File: config.mk
export PLATFORM = sky130hd
export DESIGN_NAME = pid_controller_step_core
export DESIGN_NICKNAME = d
export VERILOG_FILES = /design/src/sv/pidc_pkg.sv /design/src/sv/pidc_cfg_regs.sv /design/src/sv/pidc_datapath.sv /design/src/sv/pidc_ctrl.sv /design/src/sv/pid_controller_step_core.sv
export SDC_FILE = /design/constraint.sdc
export NUM_CORES = 2
export LEC_CHECK = 0
export BUFFER_PORTS_ARGS = -buffer_cell sky130_fd_sc_hd__buf_2
export CORE_MARGIN = 2
export CORE_UTILIZATION = 60
export CTS_BUF_LIST = sky130_fd_sc_hd__clkbuf_16
export DETAILED_ROUTE_END_ITERATION = 8
export PLACE_DENSITY = 0.79
export SLEW_MARGIN = 20
export SYNTH_ARGS = -nofsm -noshare
export SYNTH_HDL_FRONTEND = slang
export SYNTH_SLANG_ARGS = --single-unit
File: constraint.sdc
create_clock -name clk -period 15.7 [get_ports clk]
set_input_delay 3.14 -clock clk [delete_from_list [all_inputs] [get_ports clk]]
set_output_delay 3.14 -clock clk [all_outputs]
set_load 0.1 [all_outputs]
File: src/sv/pidc_pkg.sv
// shared types, widths and codes for the pid controller step core
package pidc_pkg;

  // signal width and derived datapath widths
  localparam int DATA_WIDTH = 16;
  localparam int DT_W       = 16;
  localparam int OUT_W      = 16;
  localparam int ACC_W      = 32;
  localparam int ERR_W      = DATA_WIDTH + 1;
  localparam int DIFF_W     = ERR_W + 1;
  localparam int MAG_W      = ERR_W;
  localparam int DVD_W      = MAG_W + DT_W;
  localparam int REM_W      = DT_W + 1;
  localparam int CNT_W      = $clog2(DVD_W + 1);
  localparam int MUL_A_W    = 17;
  localparam int MUL_B_W    = (ERR_W > ACC_W) ? ERR_W : ACC_W;
  localparam int PROD_W     = MUL_A_W + MUL_B_W;
  localparam int ISUM_W     = PROD_W + 1;
  localparam int SUM_W      = PROD_W + 10;

  // configuration port
  localparam int CFG_IDX_W  = 3;
  localparam int CFG_DATA_W = 32;
  localparam int GAIN_W     = 16;
  localparam int IBND_W     = 31;
  localparam int OBND_W     = 15;

  localparam logic [CFG_IDX_W-1:0] REG_GAIN_P    = 3'd0;
  localparam logic [CFG_IDX_W-1:0] REG_GAIN_I    = 3'd1;
  localparam logic [CFG_IDX_W-1:0] REG_GAIN_D    = 3'd2;
  localparam logic [CFG_IDX_W-1:0] REG_INT_BOUND = 3'd3;
  localparam logic [CFG_IDX_W-1:0] REG_OUT_BOUND = 3'd4;

  localparam logic [IBND_W-1:0] IBND_RESET = 31'd6553600;
  localparam logic [OBND_W-1:0] OBND_RESET = 15'd32767;

  localparam logic OP_STEP  = 1'b0;
  localparam logic OP_CLEAR = 1'b1;

  // multiplier operand select
  typedef enum logic [1:0] {
    MS_ERR_DT,
    MS_P,
    MS_I,
    MS_D
  } pidc_mul_sel_t;

  typedef struct packed {
    logic [GAIN_W-1:0] gain_p;
    logic [GAIN_W-1:0] gain_i;
    logic [GAIN_W-1:0] gain_d;
    logic [IBND_W-1:0] integral_bound;
    logic [OBND_W-1:0] output_bound;
  } pidc_cfg_t;

  // controller to datapath
  typedef struct packed {
    logic          load;
    logic          decide;
    pidc_mul_sel_t mul_sel;
    logic          integ_en;
    logic          div_start;
    logic          div_step;
    logic          sum_en;
    logic          sum_init;
    logic          sum_shift;
    logic          out_load;
  } pidc_cmd_t;

  // datapath to controller
  typedef struct packed {
    logic skip;
    logic div_done;
  } pidc_sts_t;

endpackage

File: src/sv/pidc_cfg_regs.sv
// configuration register file for the pid controller step core
module pidc_cfg_regs import pidc_pkg::*; (
  input  logic                  clk,
  input  logic                  rst_n,
  input  logic                  cfg_valid,
  output logic                  cfg_ready,
  input  logic [CFG_IDX_W-1:0]  cfg_index,
  input  logic [CFG_DATA_W-1:0] cfg_data,
  output pidc_cfg_t             cfg
);

  pidc_cfg_t cfg_r;

  assign cfg_ready = 1'b1;
  assign cfg      = cfg_r;

  // register writes, unknown indexes ignored
  always_ff @(posedge clk) begin
    if (!rst_n) begin
      cfg_r.gain_p         <= '0;
      cfg_r.gain_i         <= '0;
      cfg_r.gain_d         <= '0;
      cfg_r.integral_bound <= IBND_RESET;
      cfg_r.output_bound   <= OBND_RESET;
    end else if (cfg_valid && cfg_ready) begin
      unique case (cfg_index)
        REG_GAIN_P:    cfg_r.gain_p         <= cfg_data[GAIN_W-1:0];
        REG_GAIN_I:    cfg_r.gain_i         <= cfg_data[GAIN_W-1:0];
        REG_GAIN_D:    cfg_r.gain_d         <= cfg_data[GAIN_W-1:0];
        REG_INT_BOUND: cfg_r.integral_bound <= cfg_data[IBND_W-1:0];
        REG_OUT_BOUND: cfg_r.output_bound   <= cfg_data[OBND_W-1:0];
        default: ;
      endcase
    end
  end

endmodule

File: src/sv/pidc_datapath.sv
// datapath: error, integral, serial divider, shared multiplier and output clamp
module pidc_datapath import pidc_pkg::*; (
  input  logic                         clk,
  input  logic                         rst_n,
  input  pidc_cmd_t                    cmd,
  output pidc_sts_t                    sts,
  input  pidc_cfg_t                    cfg,
  input  logic                         in_opcode,
  input  logic signed [DATA_WIDTH-1:0] in_target,
  input  logic signed [DATA_WIDTH-1:0] in_measured,
  input  logic [DT_W-1:0]              in_time_step,
  output logic signed [OUT_W-1:0]      out_correction,
  output logic                         out_skipped
);

  logic                     op_r;
  logic [DT_W-1:0]          dt_r;
  logic signed [ERR_W-1:0]  err_r;
  logic                     skip_r;
  logic signed [ACC_W-1:0]  acc_r;
  logic signed [ERR_W-1:0]  prev_r;
  logic signed [PROD_W-1:0] prod_r;
  logic [REM_W-1:0]         rem_r;
  logic [DVD_W-1:0]         dvd_r;
  logic                     neg_r;
  logic [CNT_W-1:0]         cnt_r;
  logic signed [SUM_W-1:0]  sum_r;
  logic signed [OUT_W-1:0]  corr_r;
  logic                     skipped_r;

  logic signed [MUL_A_W-1:0] mul_a;
  logic signed [MUL_B_W-1:0] mul_b;
  logic signed [PROD_W-1:0]  prod_nxt;
  logic signed [PROD_W-1:0]  inc;
  logic signed [ISUM_W-1:0]  isum;
  logic signed [ISUM_W-1:0]  ibnd;
  logic signed [ISUM_W-1:0]  iclamp;
  logic signed [DIFF_W-1:0]  diff;
  logic signed [DIFF_W-1:0]  diff_abs;
  logic [REM_W-1:0]          trial;
  logic [REM_W-1:0]          dt_ext;
  logic                      q_bit;
  logic [63:0]               quo;
  logic signed [ACC_W-1:0]   deriv;
  logic signed [SUM_W-1:0]   addend;
  logic signed [SUM_W-1:0]   shf;
  logic signed [SUM_W-1:0]   obnd;
  logic signed [SUM_W-1:0]   oclamp;

  // status back to the controller
  assign sts.skip     = (op_r == OP_CLEAR) || (dt_r == '0);
  assign sts.div_done = (cnt_r == '0);

  // shared multiplier operands
  always_comb begin
    unique case (cmd.mul_sel)
      MS_ERR_DT: begin
        mul_a = {1'b0, dt_r};
        mul_b = MUL_B_W'(err_r);
      end
      MS_P: begin
        mul_a = {1'b0, cfg.gain_p};
        mul_b = MUL_B_W'(err_r);
      end
      MS_I: begin
        mul_a = {1'b0, cfg.gain_i};
        mul_b = MUL_B_W'(acc_r);
      end
      MS_D: begin
        mul_a = {1'b0, cfg.gain_d};
        mul_b = MUL_B_W'(deriv);
      end
      default: begin
        mul_a = '0;
        mul_b = '0;
      end
    endcase
  end

  assign prod_nxt = mul_a * mul_b;

  // integral update with floor shift and symmetric clamp
  assign inc  = prod_r >>> 8;
  assign isum = ISUM_W'(acc_r) + ISUM_W'(inc);
  assign ibnd = ISUM_W'(cfg.integral_bound);

  always_comb begin
    priority if (isum > ibnd) begin
      iclamp = ibnd;
    end else if (isum < -ibnd) begin
      iclamp = -ibnd;
    end else begin
      iclamp = isum;
    end
  end

  // error change magnitude for the divider
  assign diff     = DIFF_W'(err_r) - DIFF_W'(prev_r);
  assign diff_abs = diff[DIFF_W-1] ? -diff : diff;

  // one restoring division step
  assign dt_ext = {1'b0, dt_r};
  assign trial  = {rem_r[REM_W-2:0], dvd_r[DVD_W-1]};
  assign q_bit  = (trial >= dt_ext);

  // signed derivative, saturated to 32 bits
  assign quo = 64'(dvd_r);

  always_comb begin
    if (!neg_r) begin
      deriv = (quo > 64'h7FFF_FFFF) ? 32'sh7FFF_FFFF : signed'(quo[31:0]);
    end else begin
      deriv = (quo > 64'h8000_0000) ? -32'sh7FFF_FFFF - 32'sd1 : -signed'(quo[31:0]);
    end
  end

  // product term for the output accumulator
  assign addend = cmd.sum_shift ? (SUM_W'(prod_r) <<< 8) : SUM_W'(prod_r);

  // output floor shift and clamp
  assign shf  = sum_r >>> 16;
  assign obnd = SUM_W'(cfg.output_bound);

  always_comb begin
    priority if (shf > obnd) begin
      oclamp = obnd;
    end else if (shf < -obnd) begin
      oclamp = -obnd;
    end else begin
      oclamp = shf;
    end
  end

  // controller state that reset clears
  always_ff @(posedge clk) begin
    if (!rst_n) begin
      acc_r  <= '0;
      prev_r <= '0;
      cnt_r  <= '0;
    end else begin
      if (cmd.decide && op_r == OP_CLEAR) begin
        acc_r  <= '0;
        prev_r <= '0;
      end
      if (cmd.integ_en) begin
        acc_r <= iclamp[ACC_W-1:0];
      end
      if (cmd.div_start) begin
        prev_r <= err_r;
        cnt_r  <= CNT_W'(DVD_W);
      end else if (cmd.div_step) begin
        cnt_r <= cnt_r - 1'b1;
      end
    end
  end

  // payload registers
  always_ff @(posedge clk) begin
    if (cmd.load) begin
      op_r  <= in_opcode;
      dt_r  <= in_time_step;
      err_r <= ERR_W'(in_target) - ERR_W'(in_measured);
    end
    if (cmd.decide) begin
      skip_r <= sts.skip;
    end
    prod_r <= prod_nxt;
    if (cmd.div_start) begin
      rem_r <= '0;
      dvd_r <= {diff_abs[MAG_W-1:0], {DT_W{1'b0}}};
      neg_r <= diff[DIFF_W-1];
    end else if (cmd.div_step) begin
      rem_r <= q_bit ? (trial - dt_ext) : trial;
      dvd_r <= {dvd_r[DVD_W-2:0], q_bit};
    end
    if (cmd.sum_en) begin
      sum_r <= (cmd.sum_init ? '0 : sum_r) + addend;
    end
    if (cmd.out_load) begin
      corr_r    <= skip_r ? '0 : oclamp[OUT_W-1:0];
      skipped_r <= skip_r;
    end
  end

  assign out_correction = corr_r;
  assign out_skipped    = skipped_r;

endmodule

File: src/sv/pidc_ctrl.sv
// sequencing state machine for the pid controller step core
module pidc_ctrl import pidc_pkg::*; (
  input  logic      clk,
  input  logic      rst_n,
  input  logic      in_valid,
  output logic      in_stall,
  output logic      out_valid,
  input  logic      out_stall,
  input  pidc_sts_t sts,
  output pidc_cmd_t cmd
);

  typedef enum logic [3:0] {
    ST_IDLE,
    ST_DECODE,
    ST_MUL_E,
    ST_INTEG,
    ST_DIV,
    ST_MUL_P,
    ST_MUL_I,
    ST_MUL_D,
    ST_ACC_D,
    ST_DONE
  } state_t;

  state_t state_r, state_nxt;
  logic   in_stall_r;
  logic   out_valid_r, out_valid_nxt;
  logic   accept;
  logic   can_load;

  assign accept   = in_valid && !in_stall_r;
  assign can_load = !out_valid_r || !out_stall;

  // next state and commands
  always_comb begin
    state_nxt     = state_r;
    cmd           = '0;
    cmd.mul_sel   = MS_ERR_DT;
    out_valid_nxt = (out_valid_r && !out_stall) ? 1'b0 : out_valid_r;
    unique case (state_r)
      ST_IDLE: begin
        if (accept) begin
          cmd.load  = 1'b1;
          state_nxt = ST_DECODE;
        end
      end
      ST_DECODE: begin
        cmd.decide = 1'b1;
        state_nxt  = sts.skip ? ST_DONE : ST_MUL_E;
      end
      ST_MUL_E: begin
        cmd.mul_sel = MS_ERR_DT;
        state_nxt   = ST_INTEG;
      end
      ST_INTEG: begin
        cmd.integ_en  = 1'b1;
        cmd.div_start = 1'b1;
        state_nxt     = ST_DIV;
      end
      ST_DIV: begin
        if (sts.div_done) begin
          state_nxt = ST_MUL_P;
        end else begin
          cmd.div_step = 1'b1;
        end
      end
      ST_MUL_P: begin
        cmd.mul_sel = MS_P;
        state_nxt   = ST_MUL_I;
      end
      ST_MUL_I: begin
        cmd.mul_sel   = MS_I;
        cmd.sum_en    = 1'b1;
        cmd.sum_init  = 1'b1;
        cmd.sum_shift = 1'b1;
        state_nxt     = ST_MUL_D;
      end
      ST_MUL_D: begin
        cmd.mul_sel = MS_D;
        cmd.sum_en  = 1'b1;
        state_nxt   = ST_ACC_D;
      end
      ST_ACC_D: begin
        cmd.sum_en    = 1'b1;
        cmd.sum_shift = 1'b1;
        state_nxt     = ST_DONE;
      end
      ST_DONE: begin
        if (can_load) begin
          cmd.out_load  = 1'b1;
          out_valid_nxt = 1'b1;
          state_nxt     = ST_IDLE;
        end
      end
      default: state_nxt = ST_IDLE;
    endcase
  end

  // state and registered handshake outputs, input held off during reset
  always_ff @(posedge clk) begin
    if (!rst_n) begin
      state_r     <= ST_IDLE;
      in_stall_r  <= 1'b1;
      out_valid_r <= 1'b0;
    end else begin
      state_r     <= state_nxt;
      in_stall_r  <= (state_nxt != ST_IDLE);
      out_valid_r <= out_valid_nxt;
    end
  end

  assign in_stall  = in_stall_r;
  assign out_valid = out_valid_r;

endmodule

File: src/sv/pid_controller_step_core.sv
// top level of the fixed-point pid controller step core
// Usage:
//   Input channel (in_valid / in_stall) carries one request: opcode, target,
//   measured and time_step. Output channel (out_valid / out_stall) returns
//   one result per request: correction (Q8.8) and skipped.
//   Gains and bounds are written through cfg_valid / cfg_ready / cfg_index /
//   cfg_data while the core is idle; cfg_ready is always high.
// Sequencing:
//   A clear or zero time step request goes from decode straight to loading
//   the result. A compute request passes setup (decode, error times time
//   step, integral update), the one-bit-per-cycle restoring divider of the
//   derivative, the gain products through the shared 17x32 multiplier and
//   the load. One request is worked at a time; in_stall drops at the edge
//   that loads the result, and the load waits while out_stall holds a result.
// Reset:
//   Synchronous active-low rst_n zeroes the integral and last error, loads
//   the reset gains and bounds, empties the output register and keeps
//   in_stall high until the cycle after reset is released.
// Stall:
//   While out_stall holds a result, the core may finish the next request
module pid_controller_step_core import pidc_pkg::*; (
  input  logic                         clk,
  input  logic                         rst_n,
  input  logic                         in_valid,
  output logic                         in_stall,
  input  logic                         in_opcode,
  input  logic signed [DATA_WIDTH-1:0] in_target,
  input  logic signed [DATA_WIDTH-1:0] in_measured,
  input  logic [DT_W-1:0]              in_time_step,
  output logic                         out_valid,
  input  logic                         out_stall,
  output logic signed [OUT_W-1:0]      out_correction,
  output logic                         out_skipped,
  input  logic                         cfg_valid,
  output logic                         cfg_ready,
  input  logic [CFG_IDX_W-1:0]         cfg_index,
  input  logic [CFG_DATA_W-1:0]        cfg_data
);

  // the held result then waits until the output register frees

  pidc_cfg_t cfg;
  pidc_cmd_t cmd;
  pidc_sts_t sts;

  // configuration registers
  pidc_cfg_regs u_cfg (
    .clk       (clk),
    .rst_n     (rst_n),
    .cfg_valid (cfg_valid),
    .cfg_ready (cfg_ready),
    .cfg_index (cfg_index),
    .cfg_data  (cfg_data),
    .cfg       (cfg)
  );

  // sequencer
  pidc_ctrl u_ctrl (
    .clk       (clk),
    .rst_n     (rst_n),
    .in_valid  (in_valid),
    .in_stall  (in_stall),
    .out_valid (out_valid),
    .out_stall (out_stall),
    .sts       (sts),
    .cmd       (cmd)
  );

  // arithmetic
  pidc_datapath u_dp (
    .clk            (clk),
    .rst_n          (rst_n),
    .cmd            (cmd),
    .sts            (sts),
    .cfg            (cfg),
    .in_opcode      (in_opcode),
    .in_target      (in_target),
    .in_measured    (in_measured),
    .in_time_step   (in_time_step),
    .out_correction (out_correction),
    .out_skipped    (out_skipped)
  );

endmodule

Yosys cells after proc, flatten, opt, wreduce, memory -nomap -nowiden
Index checks and enable logic that the tools add are counted.
{"block": "classes", "n_addsub": 10, "mul": 1, "n_lt_le_gt_ge": 7, "n_eq_ne": 16, "mux": 41, "n_bitwise": 1, "reduce_logical": 27}
{"operator": "2-to-1 mux 32 bit", "n": 7}
{"operator": "one-hot mux 32 bit (3 select lines)", "n": 1}
{"operator": "one-hot mux 17 bit (4 select lines)", "n": 1}
{"operator": "2-to-1 mux 33 bit", "n": 2}
{"operator": "adder 59 bit", "n": 1}
{"operator": "< comparator 43 x 59 -> 1 bit", "n": 1}
{"operator": "2-to-1 mux 59 bit", "n": 1}
{"operator": "negation 15 -> 59 bit", "n": 1}
{"operator": "2-to-1 mux 56 bit", "n": 1}
{"operator": "2-to-1 mux 17 bit", "n": 3}
{"operator": "< comparator 42 x 50 -> 1 bit", "n": 1}
{"operator": "negation 31 -> 50 bit", "n": 1}
{"operator": "multiplier 17 x 32 -> 49 bit", "n": 1}
{"operator": "greater-than comparator 43 x 16 -> 1 bit", "n": 1}
{"operator": "adder 32 x 41 -> 42 bit", "n": 1}
{"operator": "greater-than comparator 42 x 32 -> 1 bit", "n": 1}
{"operator": "one-hot mux 4 bit (10 select lines)", "n": 1}
{"operator": "greater-than comparator 33 x 31 -> 1 bit, second input constant", "n": 1}
{"operator": "greater-than comparator 33 x 32 -> 1 bit, second input constant", "n": 1}
{"operator": "2-to-1 mux 16 bit", "n": 2}
{"operator": "negation 32 bit", "n": 1}
{"operator": "subtractor 17 x 17 -> 18 bit", "n": 1}
{"operator": ">= comparator 17 x 16 -> 1 bit", "n": 1}
{"operator": "negation 17 bit", "n": 1}
{"operator": "32 further kinds", "n": 69}
{"block": "totals", "register_bits": 365, "input_bits": 89}

Longest topological paths before layout
{"block": "depth", "depth_word": 6, "mapped_depth": 38}

Modules after synthesis
From an unflattened synthesis, not the netlist that was laid out.
{"block": "unflattened", "cells_unflattened": 5564, "area_unflattened_um2": 47325.4}
{"module": "pidc_datapath", "n_inst": 1, "cells_per_inst": 5145, "area_per_inst_um2": 43244.0, "seq_area_each_um2": 6596.3}
{"module": "pidc_cfg_regs", "n_inst": 1, "cells_per_inst": 362, "area_per_inst_um2": 3638.5, "seq_area_each_um2": 1881.8}
{"module": "pidc_ctrl", "n_inst": 1, "cells_per_inst": 57, "area_per_inst_um2": 442.9, "seq_area_each_um2": 120.1}

Least setup slack after synthesis
OpenSTA, ideal clock, no wires.
{"block": "synth_path", "path_type": "reg2reg", "start": "reg u_dp.dvd_r[0]", "end": "reg u_dp.prod_r[44]", "setup_time_ns": 0.125, "arrival_time_ns": 8.694, "slack_ns": 6.882, "path_stages_with_launch": 36, "path_buffers": 2, "path_cell_list": "dfxtp_1 -> inv_1 -> ha_1 -> nor3b_2 -> nand4_1 -> nor4b_2 -> and3_1 -> a21boi_0 -> o21ai_1 -> nor3b_2 -> buf_2 -> buf_2 -> o311ai_1 -> a31oi_2 -> nand2_1 -> fa_1 -> fa_1 -> fa_1 -> inv_1 -> fa_1 -> fa_1 -> inv_1 -> fa_1 -> inv_1 -> ha_1 -> a21o_1 -> a21o_1 -> a21oi_1 -> o21ai_0 -> a2111oi_0 -> a211oi_1 -> nor2b_1 -> a21oi_1 -> o21a_1 -> nor2_1 -> xnor2_1"}
{"block": "synth_via", "elab_chain_cells": 5, "elab_cells_between_ends": 8, "cone_classes": "1 x add/sub; 1 x mul; 2 x order compare; 4 x mux"}
{"item": "start: declaration", "line_no": "pidc_datapath.sv:24", "source": "logic [DVD_W-1:0] dvd_r;"}
{"item": "start signal: assignment", "line_no": "pidc_datapath.sv:170", "source": "dvd_r <= {diff_abs[MAG_W-1:0], {DT_W{1'b0}}};"}
{"item": "start signal: assignment", "line_no": "pidc_datapath.sv:174", "source": "dvd_r <= {dvd_r[DVD_W-2:0], q_bit};"}
{"item": "negation 32 bit, or another cell as far along", "line_no": "pidc_datapath.sv:113", "source": "deriv = (quo > 64'h8000_0000) ? -32'sh7FFF_FFFF - 32'sd1 : -signed'(quo[31:0]);"}
{"item": "2-to-1 mux 32 bit (on tied branches)", "line_no": "pidc_datapath.sv:113, pidc_datapath.sv:111"}
{"item": "2-to-1 mux 32 bit (*)", "line_no": "pidc_datapath.sv:110", "source": "if (!neg_r) begin"}
{"item": "one-hot mux 32 bit (3 select lines) (*)", "line_no": "pidc_datapath.sv:56", "source": "unique case (cmd.mul_sel)"}
{"item": "multiplier 17 x 32 -> 49 bit (*)", "line_no": "pidc_datapath.sv:80", "source": "assign prod_nxt = mul_a * mul_b;"}
{"item": "via u_dp.prod_nxt[44]", "line_no": "pidc_datapath.sv:33", "source": "logic signed [PROD_W-1:0] prod_nxt;"}
{"item": "end signal: assignment", "line_no": "pidc_datapath.sv:167", "source": "prod_r <= prod_nxt;"}
{"item": "end: declaration", "line_no": "pidc_datapath.sv:22", "source": "logic signed [PROD_W-1:0] prod_r;"}
Mark *: on every way through the listed nets, which the timed path passes. The rest lies on a longest branch.
A chain may end at the register's enable or synchronous reset.

Worst setup path after layout
{"block": "layout_path", "start": "reg u_dp.dvd_r[0]", "end": "reg u_dp.prod_r[35]"}
The elaborated chain is that of the path after synthesis.

==> results.txt <==
----------------------------------------------------
[Floorplanning]
  Total I/O pin count ... 109
  Height of the die ... 282.0 um
  Placement Rows ... 101
  Die Wd ... 282.0 um
  Initial Util ... 60.83%
  Placeable core area ... 76200 um2
  Total Die Area ... 79500 um2

[Drt]
  Antenna Nets Post-Route ... 0
  Metal2 WL ... 61.28 mm
  DRC violations left ... 0
  Final Routed Wirelength ... 138.4 mm
  Routed metal-1 wire length ... 54.49 mm
  Vias per std cell ... 6.109
  Initial detailed-routing violation count ... 3761
  Top layer reached by signal wires ... met4
  Detail-routed net length per standard cell ... 20.99 um
  Total via count in the routed design ... 40287
  WL met3 ... 14.16 mm
  First-pass iteration count of the detailed router ... 6

[Worst setup path]
  Cell with the biggest individual delay on the critical path ... sky130_fd_sc_hd__o21ai_0
  Critical Path Start Type ... flip-flop
  CP Max Fanout ... 8
  Worst setup EP type ... flip-flop
  Depth of the critical timing path with buffers and inverters included ... 33
  Critical path start-end classification ... flip-flop to flip-flop
  Worst path required time ... 16160 ps
  Arrival time of data at the critical path endpoint ... 11400 ps
  Cell family with the largest share of critical-path delay ... adder cells
  Path depth of the worst reg2reg path ... 33
  Delay of the slowest cell on the worst path ... 810 ps
  Total buffers and inverters traversed by the critical path ... 4
  Cell seen most often among critical-path stages ... sky130_fd_sc_hd__fa_1

[Layout]
  Share of final-layout standard cells stronger than drive strength 1 ... 6.651%
  Final Core Density ... 64.57%
  Layout net count ... 6535
  Relative area change from synthesis to final layout ... 6.151%
  Finished Cell Area ... 49210 um2

[Yosys]
  #FFs+latches synth ... 365
  Leading post-synthesis cells by cell area ... sky130_fd_sc_hd__fa_1, sky130_fd_sc_hd__ha_1, sky130_fd_sc_hd__dfxtp_1
  Most common cell in the synthesized netlist ... sky130_fd_sc_hd__inv_1
  Number of enable flip-flop cells after synthesis ... 129
  Syn Nets ... 6570
  Sequential element share of the synthesized area ... 18.55%
  Average cell area after synthesis ... 8.330 um2
  Most frequent cells after synthesis ... sky130_fd_sc_hd__inv_1, sky130_fd_sc_hd__nand2_1, sky130_fd_sc_hd__fa_1
  Area fraction of the dominant cell type after synthesis ... 21.33%
  Cells after synthesis ... 5565
  Fraction of registers with async set or reset after synthesis ... 0%
  Leading register cell type out of synthesis ... sky130_fd_sc_hd__dfxtp_1
  Post-synthesis instance area ... 46360 um2
  Count of cell types in the netlist ... 88
  Library cell with the largest summed area after synthesis ... sky130_fd_sc_hd__fa_1
  YS warnings ... 0

[Run]
  MaxCap Viol Count ... 0

[Place]
  Post-detailed-placement half-perimeter wirelength ... 107.6 mm
  Post-place instance area ... 47820 um2
  Pre-CTS setup slack ... 5010 ps
  Port-buffer cells ... 106
  Gpl congestion ... 0.9674

[Global route]
  Via count of the first global-routing pass ... 39435
  Global router's overall resource usage ... 34.97%
  Pin count of the biggest net entering global routing ... 95
  Global-route congestion overflow total ... 0
  First-pass GRT wire length ... 216.0 mm
  Initial antenna violation count ... 0

[STA]
  Final number of max-transition violations ... 0
  Rel. slew slack ... 14.11%
  Worst Skew ... 17.61 ps
  Maximum clock frequency ... 91.36 MHz
  Slew @ Worst Pin ... 1288 ps
  Setup-violating endpoint count in the final report ... 0
  Final min period ... 10950 ps
  Total Negative Setup Slacks ... 0 ps
  Final number of hold-violating endpoints ... 0
  Final period utilization ... 69.72%
  Post-route setup slack ... 4755 ps
  RSZ-0062 raised after global routing ... false

[CTS]
  Clock-pin transition on the worst setup and hold timing paths ... 60 ps
  Buffers inserted by post-CTS timing repair ... 0
  Count of clock tree sinks ... 365
  CTS Hold Bufs ... 0
  CTS tree ... done
  Clock latency reported for the late side of the worst-skew pair ... 590 ps
  Depth of the CTS H-tree ... 2
  Maximum clock insertion buffer count ... 3
  TritonCTS Buffers ... 43
  Library cell used as clock root buffer ... sky130_fd_sc_hd__clkbuf_16
  Number of gates given a new drive strength after cts ... 0

[Hold path]
  Class of the tightest hold or removal check ... flip-flop to flip-flop
  Hold depth ... 2

[Outcome]
  Run status ... finished clean

----------------------------------------------------
## logic make-up (layout without fill, tap and decap cells)
family | after synthesis | count (layout) | synth area share, %
simple gates | 1763 | 1763 | 17.44
compound gates | 1155 | 1155 | 16.26
buf+inv | 1037 | 1035 | 8.451
fa+ha+maj | 916 | 916 | 32.72
flops | 365 | 365 | 18.55
xor+xnor | 244 | 244 | 4.610
mux | 84 | 84 | 1.951
other cells | 1 | 3 | 0.008090
## stage by stage
| step | hold WS, ps | cells |
|---|---|---|
| 2_1_floorplan | 425.7 | 5565 |
| 3_3_place_gp | 445.6 | 6513 |
| 3_5_place_dp | 448.5 | 6513 |
| 4_1_cts | 462.8 | 6591 |
| 5_1_grt | 483.6 | 6593 |
| 6_report | 460.4 | 6595 |
## tightest hold or removal path: stages (launching register included)
cell,delay [ps]
sky130_fd_sc_hd__dfxtp_1,330
sky130_fd_sc_hd__nand2_1,50
sky130_fd_sc_hd__o21ai_0,50
## layer usage
| layer | vias up | track usage [%] |
|---|---|---|
| li1 | 18572 | - |
| met1 | 19235 | 45.40 |
| met2 | 2034 | 54.89 |
| met3 | 446 | 7.110 |
| met4 | 0 | 19.16 |
| met5 | - | 0 |
## placed cells by master, fill, tap and decap left out, types with 16 or more instances in the layout
cell / instances
sky130_fd_sc_hd__edfxtp_1: 129
sky130_fd_sc_hd__nand4_1: 72
sky130_fd_sc_hd__nor4_1: 53
sky130_fd_sc_hd__a21oi_1: 291
sky130_fd_sc_hd__nor2b_1: 135
sky130_fd_sc_hd__or3_1: 20
sky130_fd_sc_hd__buf_4: 62
sky130_fd_sc_hd__dfxtp_1: 236
sky130_fd_sc_hd__a31oi_1: 26
sky130_fd_sc_hd__o22ai_1: 32
sky130_fd_sc_hd__and2_1: 29
sky130_fd_sc_hd__o221ai_1: 16
sky130_fd_sc_hd__mux2i_1: 33
sky130_fd_sc_hd__nor3_1: 65
sky130_fd_sc_hd__nand2_1: 672
sky130_fd_sc_hd__o31ai_1: 20
sky130_fd_sc_hd__xnor2_1: 180
sky130_fd_sc_hd__xor2_1: 64
sky130_fd_sc_hd__o21ai_0: 190
sky130_fd_sc_hd__o311ai_0: 26
sky130_fd_sc_hd__o21ai_1: 30
sky130_fd_sc_hd__ha_1: 422
sky130_fd_sc_hd__or2_2: 29
sky130_fd_sc_hd__nor2_1: 450
sky130_fd_sc_hd__buf_2: 108
sky130_fd_sc_hd__o21a_1: 39
sky130_fd_sc_hd__clkbuf_16: 47
sky130_fd_sc_hd__nand3_1: 101
sky130_fd_sc_hd__fa_1: 494
sky130_fd_sc_hd__a22oi_1: 28
sky130_fd_sc_hd__nand2b_1: 53
sky130_fd_sc_hd__a211oi_1: 22
sky130_fd_sc_hd__a21boi_0: 94
sky130_fd_sc_hd__a21o_1: 131
sky130_fd_sc_hd__and3_1: 38
sky130_fd_sc_hd__inv_1: 790
sky130_fd_sc_hd__o21bai_1: 27
sky130_fd_sc_hd__mux2_2: 51
sky130_fd_sc_hd__o211ai_1: 45
## path summary, 6_finish.rpt
kind | startpoint | end | slack, ps
worst min-delay path | u_dp.rem_r[15]$_SDFFE_PP0P_ | u_dp.rem_r[15]$_SDFFE_PP0P_ | 460
worst max register to register | u_dp.dvd_r[0]$_SDFFE_PP0P_ | u_dp.prod_r[35]$_DFF_P_ | 4750
worst max-delay path | u_dp.dvd_r[0]$_SDFFE_PP0P_ | u_dp.prod_r[35]$_DFF_P_ | 4750
worst min register to register | u_dp.rem_r[15]$_SDFFE_PP0P_ | u_dp.rem_r[15]$_SDFFE_PP0P_ | 460
## sequential cells by signal, indices dropped and copies added, names as in the netlist
name                 cells
u_ctrl.out_valid         1
u_dp.op_r                1
u_dp.prod_r             49
u_dp.neg_r               1
u_cfg.cfg               94
u_dp.skip_r              1
u_dp.out_skipped         1
u_ctrl.in_stall          1
u_ctrl.state_r           4
u_dp.err_r              17
u_dp.out_correction     16
u_dp.rem_r              16
u_dp.dt_r               16
u_dp.prev_r             17
u_dp.dvd_r              33
u_dp.sum_r              59
u_dp.acc_r              32
u_dp.cnt_r               6
## cell type report
type | instances | area (um2)
multi-input cells | 4163 | 34000
fillers | 6459 | 26990
flip-flops and latches | 365 | 8598
inverters | 787 | 2954
well taps | 1030 | 1289
clock buffers | 47 | 1176
repair buffers | 170 | 1006
clock inverters | 31 | 177.7
diodes | 2 | 5.005
Power is left out: the tool's default activity adds up to more than one toggle a clock period on the data nets, which glitch-free logic cannot reach.
